$ cat config.mk
export PLATFORM = sky130hd
export DESIGN_NAME = servo_short_packet_framer_top
export DESIGN_NICKNAME = d
export VERILOG_FILES = /design/src/rtl/sspf_pkg.sv /design/src/rtl/servo_short_packet_framer_top.sv
export SDC_FILE = /design/constraint.sdc
export NUM_CORES = 1
export LEC_CHECK = 0
export BUFFER_PORTS_ARGS = -buffer_cell sky130_fd_sc_hd__buf_2
export CAP_MARGIN = 20
export CORE_UTILIZATION = 30
export DETAILED_ROUTE_END_ITERATION = 10
export MAX_ROUTING_LAYER = met4
export PLACE_DENSITY = 0.57
export SYNTH_ARGS = -nofsm -noshare
export SYNTH_HDL_FRONTEND = slang
export SYNTH_SLANG_ARGS = --single-unit
$ cat constraint.sdc
create_clock -name clk -period 6.3 [get_ports clk]
set_clock_uncertainty 0.2 [all_clocks]
set_input_delay 0.315 -clock clk [delete_from_list [all_inputs] [get_ports clk]]
set_output_delay 0.315 -clock clk [all_outputs]
set_load 0.02 [all_outputs]
$ cat src/rtl/sspf_pkg.sv
// Package: constants and helpers for the servo short packet framer.
package sspf_pkg;

  typedef logic [7:0] byte_t;
  typedef logic [2:0] pay_cnt_t;
  typedef logic [3:0] pos_t;

  localparam byte_t    HDR_FIRST     = 8'hFA;
  localparam byte_t    HDR_SECOND    = 8'hAF;
  localparam pay_cnt_t MAX_PAYLOAD   = 3'd4;

  // byte positions within a packet
  localparam pos_t POS_HDR_FIRST  = 4'd0;
  localparam pos_t POS_HDR_SECOND = 4'd1;
  localparam pos_t POS_ID         = 4'd2;
  localparam pos_t POS_FLAGS      = 4'd3;
  localparam pos_t POS_ADDR       = 4'd4;
  localparam pos_t POS_LENGTH     = 4'd5;
  localparam pos_t POS_COUNT      = 4'd6;
  localparam pos_t POS_PAY0       = 4'd7;
  localparam pos_t POS_PAY1       = 4'd8;
  localparam pos_t POS_PAY2       = 4'd9;
  localparam pos_t POS_PAY3       = 4'd10;

  typedef struct packed {
    byte_t       servo_id;
    byte_t       flag_bits;
    byte_t       reg_address;
    byte_t       length_byte;
    byte_t       count_byte;
    pay_cnt_t    n;
    logic [15:0] first_word;
    logic [15:0] second_word;
  } cmd_t;

  function automatic pay_cnt_t sat_count(input logic [2:0] raw);
    sat_count = (raw > MAX_PAYLOAD) ? MAX_PAYLOAD : raw;
  endfunction

  function automatic byte_t packet_sum(input cmd_t c);
    byte_t s;
    s = c.servo_id ^ c.flag_bits ^ c.reg_address ^ c.length_byte ^ c.count_byte;
    if (c.n > 3'd0) s = s ^ c.first_word[7:0];
    if (c.n > 3'd1) s = s ^ c.first_word[15:8];
    if (c.n > 3'd2) s = s ^ c.second_word[7:0];
    if (c.n > 3'd3) s = s ^ c.second_word[15:8];
    packet_sum = s;
  endfunction

endpackage

$ cat src/rtl/servo_short_packet_framer_top.sv
// Servo short packet framer: one command in, an 8 to 12 byte packet out.
//
// Command channel: a command is taken at a rising edge with start high and
// busy low. One command can wait in a holding register while the previous
// packet is still going out, so busy rises the cycle after a command is
// taken and falls when that command moves on to the serializer.
// Result channel: each packet byte is on out_byte for one cycle with strobe
// high; last_of_packet marks the checksum byte. The receiver cannot stall,
// so bytes leave at one per cycle without gaps inside a packet.
// Timing: a taken command goes from the holding register to the serializer
// registers and then to the output registers before its first header byte
// appears, when the serializer is free. The payload count saturates at 4,
// and with commands kept waiting the packets follow each other with no idle
// cycle; the byte counter in the serializer sets the pace.
// Reset (rst, synchronous) empties the holding register and the serializer
// and drops strobe; a packet in flight is abandoned.
module servo_short_packet_framer_top (
  input  logic              clk,
  input  logic              rst,
  input  logic              start,
  output logic              busy,
  input  sspf_pkg::byte_t   servo_id,
  input  sspf_pkg::byte_t   flag_bits,
  input  sspf_pkg::byte_t   reg_address,
  input  sspf_pkg::byte_t   length_byte,
  input  sspf_pkg::byte_t   count_byte,
  input  logic [2:0]        payload_bytes,
  input  logic [15:0]       first_word,
  input  logic [15:0]       second_word,
  output logic              strobe,
  output sspf_pkg::byte_t   out_byte,
  output logic              last_of_packet
);
  import sspf_pkg::*;

  cmd_t  pend;
  logic  pend_valid;
  cmd_t  act;
  byte_t act_sum;
  pos_t  act_idx;
  logic  act_valid;

  pos_t  last_idx;
  logic  act_last;
  logic  load_act;
  logic  accept;
  byte_t sel_byte;

  assign busy     = pend_valid;
  assign accept   = start && !busy;
  assign last_idx = POS_PAY0 + pos_t'(act.n);
  assign act_last = act_valid && (act_idx == last_idx);
  assign load_act = pend_valid && (!act_valid || act_last);

  always_ff @(posedge clk) begin
    if (rst) begin
      pend_valid <= 1'b0;
    end else if (accept) begin
      pend_valid <= 1'b1;
    end else if (load_act) begin
      pend_valid <= 1'b0;
    end
  end

  always_ff @(posedge clk) begin
    if (accept) begin
      pend.servo_id    <= servo_id;
      pend.flag_bits   <= flag_bits;
      pend.reg_address <= reg_address;
      pend.length_byte <= length_byte;
      pend.count_byte  <= count_byte;
      pend.n           <= sat_count(payload_bytes);
      pend.first_word  <= first_word;
      pend.second_word <= second_word;
    end
  end

  always_ff @(posedge clk) begin
    if (rst) begin
      act_valid <= 1'b0;
      act_idx   <= POS_HDR_FIRST;
    end else if (load_act) begin
      act_valid <= 1'b1;
      act_idx   <= POS_HDR_FIRST;
    end else if (act_last) begin
      act_valid <= 1'b0;
    end else if (act_valid) begin
      act_idx <= act_idx + 4'd1;
    end
  end

  // checksum is fixed per command, so it is folded once on load
  always_ff @(posedge clk) begin
    if (load_act) begin
      act     <= pend;
      act_sum <= packet_sum(pend);
    end
  end

  always_comb begin
    case (act_idx)
      POS_HDR_FIRST:  sel_byte = HDR_FIRST;
      POS_HDR_SECOND: sel_byte = HDR_SECOND;
      POS_ID:         sel_byte = act.servo_id;
      POS_FLAGS:      sel_byte = act.flag_bits;
      POS_ADDR:       sel_byte = act.reg_address;
      POS_LENGTH:     sel_byte = act.length_byte;
      POS_COUNT:      sel_byte = act.count_byte;
      POS_PAY0:       sel_byte = act.first_word[7:0];
      POS_PAY1:       sel_byte = act.first_word[15:8];
      POS_PAY2:       sel_byte = act.second_word[7:0];
      POS_PAY3:       sel_byte = act.second_word[15:8];
      default:        sel_byte = act_sum;
    endcase
    if (act_last) sel_byte = act_sum;
  end

  always_ff @(posedge clk) begin
    if (rst) begin
      strobe <= 1'b0;
    end else begin
      strobe <= act_valid;
    end
  end

  always_ff @(posedge clk) begin
    out_byte       <= sel_byte;
    last_of_packet <= act_last;
  end

  a_new_packet_header: assert property (@(posedge clk) disable iff (rst)
    load_act |=> ##1 (strobe && out_byte == HDR_FIRST && !last_of_packet))
    else $error("packet did not open with first header byte");

  a_after_last: assert property (@(posedge clk) disable iff (rst)
    (strobe && last_of_packet) |=> (!strobe || out_byte == HDR_FIRST))
    else $error("byte after checksum is not a new header");

  a_last_has_strobe: assert property (@(posedge clk) disable iff (rst)
    last_of_packet |-> strobe)
    else $error("last_of_packet without strobe");

  a_accept_sets_busy: assert property (@(posedge clk) disable iff (rst)
    accept |=> busy)
    else $error("command taken but busy did not rise");

endmodule

* After elaboration in Yosys (flattened, before gate mapping)
Cells that the tools add are included.
** Word-level totals
- Flip-flop bits (word level) :: 174
- Input bits :: 78
** Operators by class
- Add/subtract/negate cells :: 2
- Magnitude comparators :: 5
- Eq/ne operators :: 11
- Mux-type cells :: 13
- Bitwise logic cells :: 9
- Reduce and logical (&&, ||, !) cells :: 11
** Operators with widths (number)
- one-hot mux 8 bit (11 select lines) :: 1
- two-way mux 8 bit :: 8
- bitwise XOR 8 bit :: 8
- == test 4 x 3 -> 1 bit (second input constant) :: 4
- == test 4 bit (second input constant) :: 3
- == test 4 x 2 -> 1 bit (second input constant) :: 2
- greater-than comparator 3 x 1 -> 1 bit (second input constant) :: 2
- greater-than comparator 3 x 2 -> 1 bit (second input constant) :: 2
- adder 3 x 3 -> 4 bit (first input constant) :: 1
- adder 4 x 1 -> 4 bit (second input constant) :: 1
- == test 4 x 1 -> 1 bit (second input constant) :: 1
- == test 4 bit :: 1
- logical NOT 4 bit :: 1
- two-way mux 1 bit :: 4
- nonzero test 2 bit :: 2
- greater-than comparator 3 bit (second input constant) :: 1
- logical AND 1 bit :: 3
- logical NOT 1 bit :: 2
- AND reduction 2 bit :: 1
- OR reduction 2 bit :: 1
- logical OR 1 bit :: 1
- inverter 1 bit :: 1

* Logic depth before layout (Yosys ltp)
Gate-level depths: netlist (run 1).
- Word-level depth :: 15
- Mapped depth :: 9
- Mapped depth without buffers :: 7

* Worst setup path before layout (run 1)
No wires, ideal clock.
- Path type :: register to register
- Start :: reg pend_valid, in the netlist busy
- End :: reg pend[0] (netlist bit), enable pin
- Setup time :: 0.518 ns
- Arrival :: 3.766 ns
- Data required time :: 5.582 ns
- Slack :: 1.816 ns
- Cell stages (with the launch flop) :: 2
- Path buffers :: 0
- Period minus slack after synthesis :: 4.484 ns
- Cell sequence :: dfxtp_1 > nor2b_1
** Between the ends
- Word-level cells in the longest chain between the ends :: 2
** RTL lines
- start, declared :: line servo_short_packet_framer_top.sv:37 : logic pend_valid;
- start signal, assigned :: line servo_short_packet_framer_top.sv:57 : pend_valid <= 1'b0;
- start signal, assigned :: line servo_short_packet_framer_top.sv:59 : pend_valid <= 1'b1;
- start signal, assigned :: line servo_short_packet_framer_top.sv:61 : pend_valid <= 1'b0;
- logical NOT 1 bit :: line servo_short_packet_framer_top.sv:50 : assign accept = start && !busy;
- logical AND 1 bit :: line servo_short_packet_framer_top.sv:50
- net accept :: line servo_short_packet_framer_top.sv:46 : logic accept;
- end, declared :: line servo_short_packet_framer_top.sv:36 : cmd_t pend;
The timed path passes the listed nets, and every way through them passes these cells.
A chain may end at the register's enable or synchronous reset.

* Final worst setup path (run 1)
- Start :: reg act_idx[2]
- End :: reg act[12] (netlist bit), enable pin
** Between the ends
- Word-level cells in the longest chain between the ends :: 4
** RTL lines
- start, declared :: line servo_short_packet_framer_top.sv:40 : pos_t act_idx;
- start signal, assigned :: line servo_short_packet_framer_top.sv:88 : act_idx <= act_idx + 4'd1;
- == test 4 bit :: line servo_short_packet_framer_top.sv:52 : assign act_last = act_valid && (act_idx == last_idx);
- logical AND 1 bit :: line servo_short_packet_framer_top.sv:52
- logical OR 1 bit :: line servo_short_packet_framer_top.sv:53 : assign load_act = pend_valid && (!act_valid || act_last);
- logical AND 1 bit :: line servo_short_packet_framer_top.sv:53
- net load_act :: line servo_short_packet_framer_top.sv:45 : logic load_act;
- end signal, assigned :: line servo_short_packet_framer_top.sv:95 : act <= pend;
- end, declared :: line servo_short_packet_framer_top.sv:38 : cmd_t act;
The timed path passes the listed nets, and every way through them passes these cells.

==> run metrics, run 1 <==
status=finished, violations left; violated checks=hold timing; row cnt=55; Hold Path Class=input port to flip-flop; pin count of the biggest net entering global routing=84; Total Wirelength=14230 um; antenna-violating nets left=0; Clock power frac=39.4%; Lkg Pwr=3.130 nW; initial antenna violation count=0; Starting Density=30.58%; Synth-to-Final Area Change=31.10%; syn avg cell area=16.17 um2; Die Y=153.7 um; drt first pass iters=4; Final Hold Vio Count=1; Die ar.=23620 um2; sequential element share of the synthesized area=73.37%; final-report setup violation count=0; crit start category=flip-flop; layout cell share with drive strength beyond 1=22.11%; Clock transition at path regs=0.07 ns; crit path capture type=flip-flop; register area=5065 um2; number of buffers created by CTS=17; number of global-route vias before repair=4201; number of enable flip-flop cells after synthesis=158; post-route setup TNS=0 ns; DIE WIDTH=153.7 um; crit path launch=act_idx[2]; Post-Syn Instances=427; Worst-Margin Slew=1.061 ns; multi-input logic area=1739 um2; ANT cells=0; Worst Path Required=6.20 ns; placed cell area=7650 um2; Finished Cell Area=9050 um2; total of max-cap violations=0; RSZ-0062 raised after global routing=false; Final nets=676; PortBufs=88; FMAX=327.4 MHz; core area=22570 um2; H-tree depth=4; Yosys reg bits=174; # Post-CTS Setup Buffers=0; Worst-Skew Late Latency=0.43 ns; Post-Syn Area=6903 um2; Pint=2.100 mW; total gr overflow=0; GP Congestion=0.7641; WL/cell=15.97 um; crit-path max FO=67; placed instance count=783; switching share of power=23.80%; Synth Flop Type=edfxtp_1; gr usage total=13.15%; initial DRC count=301; first-pass GRT wire length=22410 um; Synth Warn #=0; post-synth cell types=47; Clock Path Buffers=2; Syn Nets=510; worst setup path class=flip-flop to flip-flop; PwrDens=304.6 nW/um2; CTS root buf=clkbuf_16; FF-to-FF setup slack=3.25 ns; fin crit period=3.054 ns; reg2reg end=act[12]; Worst R2R Path Depth=5; fin cells=891; CTS tree=yes; CTS Sinks=174; crit share post-route=48.48%; Final Max Slew Viols=0; hold path cells=2; switching power=0.6559 mW; slew margin rel.=29.17%; Async S/R FF share, synth=0%; hold endpoint=pend[32]; Comb pwr share=9.9%; Top Ports=89; fill count=2110; Worst VDD drop=0.1569 mV; # DRC=0; overall via count from detail_route=4075; Via-to-Cell Ratio=4.574; CP arrival=2.96 ns; Worst Hold Launch=payload_bytes[0]; RR Startpoint=act_idx[2]; Sequential Power Share=50.7%; dpl hpwl=8816 um; Fin Hold WS=-0.001294 ns
## cells by family after synthesis
family / after synthesis / synth area share, %
and+or+nand+nor: 59 / 4.368
DFF: 174 / 73.37
buffers and inverters: 27 / 1.577
muxes: 10 / 1.595
adders and majority gates: 10 / 1.631
xor gates and xnor gates: 58 / 7.558
AOI/OAI and AO/OA: 89 / 9.897
## routing by layer
metal / track usage (%) / wire [um] / vias to the layer above
met5: - / 0 / -
met2: 20.69 / 6918 / 89
met3: 3.467 / 535 / 15
li1: - / - / 1987
met4: 5.429 / 199 / 0
met1: 16.04 / 6577 / 1984
## placed cells by master (no fill, tap or decap), types with 4 or more instances in the layout
cell / instances
dlygate4sd3_1: 75
mux2_1: 4
ha_1: 5
a22oi_1: 17
xor2_1: 12
clkbuf_16: 17
nor2b_1: 7
a21oi_1: 12
nor2_1: 12
maj3_1: 5
inv_1: 7
a211oi_1: 5
inv_8: 4
mux2_2: 4
xnor2_1: 45
edfxtp_1: 158
buf_2: 88
o21ai_0: 13
a222oi_1: 5
nand3_1: 13
nand2_1: 15
o221ai_1: 9
dfxtp_1: 16
## final cells by class
cell class	instances	area share, %
flip-flops and latches	174	55.97
multi-input cells	226	19.22
inverters	7	0.2903
clock inverters	15	2.171
repair buffers	167	13.71
well taps	285	3.940
clock buffers	17	4.701
## flip-flops by register name (all words and copies together), names as in the netlist
register and flops:
out_byte 8, act_valid 1, last_of_packet 1, pend 75, act_idx 4, act_sum 8, strobe 1, act 75
busy 1
## how the worst max path moves through the flow
stage | slack [ns] | cells past startpoint | to
after floorplan | 1.82 | 1 | pend[0]
after detailed placement | 2.98 | 4 | act[53]
after global routing | 3.06 | 5 | act_sum[2]
after CTS | 2.97 | 4 | act[56]
final | 3.25 | 5 | act[12]
after global placement | 3.10 | 4 | act[37]
## power by group through the flow
stage / clock, mW / sequential, mW / combinational [mW]
2_1_floorplan: 0 / 1.42 / 0.160
3_3_place_gp: 0 / 1.42 / 0.233
3_5_place_dp: 0 / 1.43 / 0.238
4_1_cts: 1.11 / 1.40 / 0.275
5_1_grt: 1.16 / 1.41 / 0.301
6_report: 1.08 / 1.40 / 0.273
## per-stage QoR
stage	hold slack, ns	setup WS [ns]	power [mW]	util [%]
after global routing	0.004882	3.062	2.865	40.09
after global placement	0.2384	3.104	1.657	33.89
after detailed placement	0.2418	2.980	1.664	33.89
after floorplan	0.1817	1.816	1.579	-
after CTS	0.002183	2.967	2.788	39.97
final	-0.001294	3.246	2.756	40.09
## synthesized netlist by cell type, types with 2 or more instances
| library cell | number | area share [%] |
|---|---|---|
| edfxtp_1 | 158 | 69 |
| xnor2_1 | 45 | 5.7 |
| a22oi_1 | 17 | 1.8 |
| dfxtp_1 | 16 | 4.6 |
| nand2_1 | 15 | 0.82 |
| clkbuf_1 | 14 | 0.76 |
| nand3_1 | 13 | 0.94 |
| o21ai_0 | 13 | 0.94 |
| a21oi_1 | 12 | 0.87 |
| nor2_1 | 12 | 0.65 |
| xor2_1 | 12 | 1.5 |
| o221ai_1 | 9 | 1.1 |
| nor2b_1 | 8 | 0.73 |
| inv_1 | 7 | 0.38 |
| buf_2 | 6 | 0.44 |
| a211oi_1 | 5 | 0.54 |
| a222oi_1 | 5 | 0.73 |
| ha_1 | 5 | 0.91 |
| maj3_1 | 5 | 0.73 |
| mux2_1 | 4 | 0.65 |
| mux2_2 | 4 | 0.65 |
| a221oi_1 | 3 | 0.38 |
| a22o_1 | 3 | 0.38 |
| a31oi_1 | 3 | 0.27 |
| nand2b_1 | 3 | 0.27 |
| o21a_1 | 3 | 0.33 |
| a211o_1 | 2 | 0.25 |
| a311o_1 | 2 | 0.29 |
| and2_1 | 2 | 0.18 |
| mux2i_1 | 2 | 0.29 |
| nand3b_1 | 2 | 0.22 |
| o31a_1 | 2 | 0.25 |
## worst max-delay path, cell delays in order, from the launching register on
cell and delay, ns:
dfxtp_1 1.02, xnor3_1 0.47, o2111ai_4 0.19, nand2_1 0.13, and2_4 0.31, buf_16 0.32
## timing repair
| action | CTS | global route |
|---|---|---|
| hold buffers | 75 | 0 |
| gates resized for setup | 0 | 0 |
| hold endpoints to repair | 81 | 0 |
No activity file was read; power rests on OpenSTA's default activity.
==> inputs of run 2 (changes only) <==
==> constraint.sdc (replaced) <==
create_clock -name clk -period 2.9 [get_ports clk]
set_clock_uncertainty 0.2 [all_clocks]
set_input_delay 0.145 -clock clk [delete_from_list [all_inputs] [get_ports clk]]
set_output_delay 0.145 -clock clk [all_outputs]
set_load 0.02 [all_outputs]
==> run metrics, run 2 (same netlist as run 1, synthesis figures left out) <==
status=finished clean (was finished, violations left); commonest non-fill, non-tap cells in the layout=edfxtp_1, buf_2, dlygate4sd3_1 (unchanged); drt first pass iters=6 (was 4); # DRC=0 (unchanged); gr usage total=13.21% (was 13.15%); initial DRC count=422 (was 301); Clock Path Buffers=2 (unchanged); final-report setup violation count=0 (unchanged); post-place setup slack=0.4552 ns (was 2.980 ns); CTS tree=yes (unchanged); Worst-Skew Late Latency=0.42 ns (was 0.43 ns); met3 wire length=623 um (was 535 um); Final Total Pwr=5.895 mW (was 2.756 mW); reg2reg end=out_byte[5] (was act[12]); FMAX=409.5 MHz (was 327.4 MHz); GP Congestion=0.8270 (was 0.7641); Die Y=153.7 um (unchanged); Final nets=685 (was 676); Resize count post-CTS=0 (unchanged); top flop regs=act (75), pend (75) (unchanged); core area=22570 um2 (unchanged); Worst R2R Path Depth=7 (was 5); FF-to-FF setup slack=0.46 ns (was 3.25 ns); Pint=4.541 mW (was 2.100 mW); Comb pwr share=10.2% (was 9.9%); ANT cells=0 (unchanged); Critical Path Sink=out_byte[5] (was act[12]); initial antenna violation count=0 (unchanged); routed wire length on met2=6663 um (was 6918 um); crit start category=flip-flop (unchanged); pin count of the biggest net entering global routing=77 (was 84); total of max-cap violations=0 (unchanged); Total Wirelength=14490 um (was 14230 um); DIE WIDTH=153.7 um (unchanged); highest metal used=met4 (unchanged); WL/cell=16.10 um (was 15.97 um); crit path capture type=flip-flop (unchanged); total gr overflow=0 (unchanged); fill count=2105 (was 2110); Synth-to-Final Area Change=31.83% (was 31.10%); switching share of power=22.98% (was 23.80%); CTS root buf=clkbuf_16 (unchanged); commonest non-fill, non-tap cell in the layout=edfxtp_1 (unchanged); Starting Density=30.58% (unchanged); Final Max Slew Viols=0 (unchanged); PwrDens=647.8 nW/um2 (was 304.6 nW/um2); placed cell area=7755 um2 (was 7650 um2); DRT met1 WL=6993 um (was 6577 um); Worst-Margin Slew=0.8319 ns (was 1.061 ns); Sequential Power Share=51.6% (was 50.7%); Fin Hold WS=0.1416 ns (was -0.001294 ns); post-route setup TNS=0 ns (unchanged); dpl hpwl=9447 um (was 8816 um); fin cells=900 (was 891); Via-to-Cell Ratio=4.597 (was 4.574); RSZ-0062 raised after global routing=false (unchanged); CP arrival=2.55 ns (was 2.96 ns); antenna-violating nets left=0 (unchanged); H-tree depth=4 (unchanged); placed instance count=792 (was 783); crit path launch=act_idx[0] (was act_idx[2]); crit-path max FO=13 (was 67); crit share post-route=84.20% (was 48.48%); number of global-route vias before repair=4146 (was 4201); Die ar.=23620 um2 (unchanged); worst setup margin=0.4581 ns (was 3.246 ns); Final Hold Vio Count=0 (was 1); switching power=1.355 mW (was 0.6559 mW); multi-input logic area=1739 um2 (unchanged); Worst Path Required=3.01 ns (was 6.20 ns); PortBufs=88 (unchanged); number of buffers created by CTS=17 (unchanged); RR Startpoint=act_idx[0] (was act_idx[2]); Clock power frac=38.1% (was 39.4%); Top Ports=89 (unchanged); Hold Path Class=input port to flip-flop (unchanged); Finished Cell Area=9100 um2 (was 9050 um2); layout cell share with drive strength beyond 1=22.76% (was 22.11%); Worst VDD drop=0.3220 mV (was 0.1569 mV); first-pass GRT wire length=22690 um (was 22410 um); row cnt=55 (unchanged); Clock transition at path regs=0.07 ns (about the same); overall via count from detail_route=4137 (was 4075); Lkg Pwr=3.172 nW (was 3.130 nW); Finished Core Util=40.32% (was 40.09%); register area=5065 um2 (unchanged); CTS Sinks=174 (unchanged); worst setup path class=flip-flop to flip-flop (unchanged); fin crit period=2.442 ns (was 3.054 ns); slew margin rel.=44.54% (was 29.17%)
-- run 2: cell count changes in the layout (fill, tap and decap cells not counted) --
cell / delta
clkinv_2: +2
clkinv_4: +1
inv_6: +2
buf_16: -1
clkinv_1: +2
dlygate4sd3_1: +1
clkinvlp_4: -2
clkinv_8: -2
inv_8: -3
buf_4: +6
buf_12: +3
-- run 2: how the worst min path moves through the flow --
stage                         from        to  slack (ns)  cells past startpoint
finish                       start  pend[66]        0.14                      3
global route                 start  pend[66]        0.16                      3
CTS                          start  pend[31]        0.17                      3
detailed placement   first_word[9]  pend[25]        0.12                      1
global placement    reg_address[3]  pend[54]        0.12                      1
floorplan                      rst    strobe        0.01                      1
-- run 2: per-layer routing --
metal,vias up,track usage [%]
met4,0,4.762
met1,2000,17.51
li1,2008,-
met2,116,19.68
met5,-,-
met3,13,3.185
-- run 2: what timing repair did --
action,CTS,global route
hold buffers,76,0
endpoints found under the hold margin,82,0
buffers inserted,0,0
-- run 2: worst max-delay path, stage by stage (launching register included) --
cell and delay (ns):
dfxtp_1 0.45, inv_1 0.10, ha_1 0.39, buf_4 0.26, a222oi_1 0.34, a311o_1 0.21, o21ai_0 0.07, mux2_1 0.30
-- run 2: layout make-up --
cell class	instances	share of cell area, %
Sequential cell	174	55.66
Multi-Input combinational cell	226	19.11
Timing Repair Buffer	176	14.60
Clock inverter	15	1.746
Tap cell	285	3.919
Clock buffer	17	4.675
Inverter	7	0.2887
-- run 2: power groups by stage --
stage / Clock, mW / Combinational (mW) / Sequential, mW
2_1_floorplan: 0 / 0.349 / 3.07
3_3_place_gp: 0 / 0.518 / 3.10
3_5_place_dp: 0 / 0.529 / 3.10
4_1_cts: 2.30 / 0.612 / 3.05
5_1_grt: 2.39 / 0.661 / 3.06
6_report: 2.25 / 0.603 / 3.04
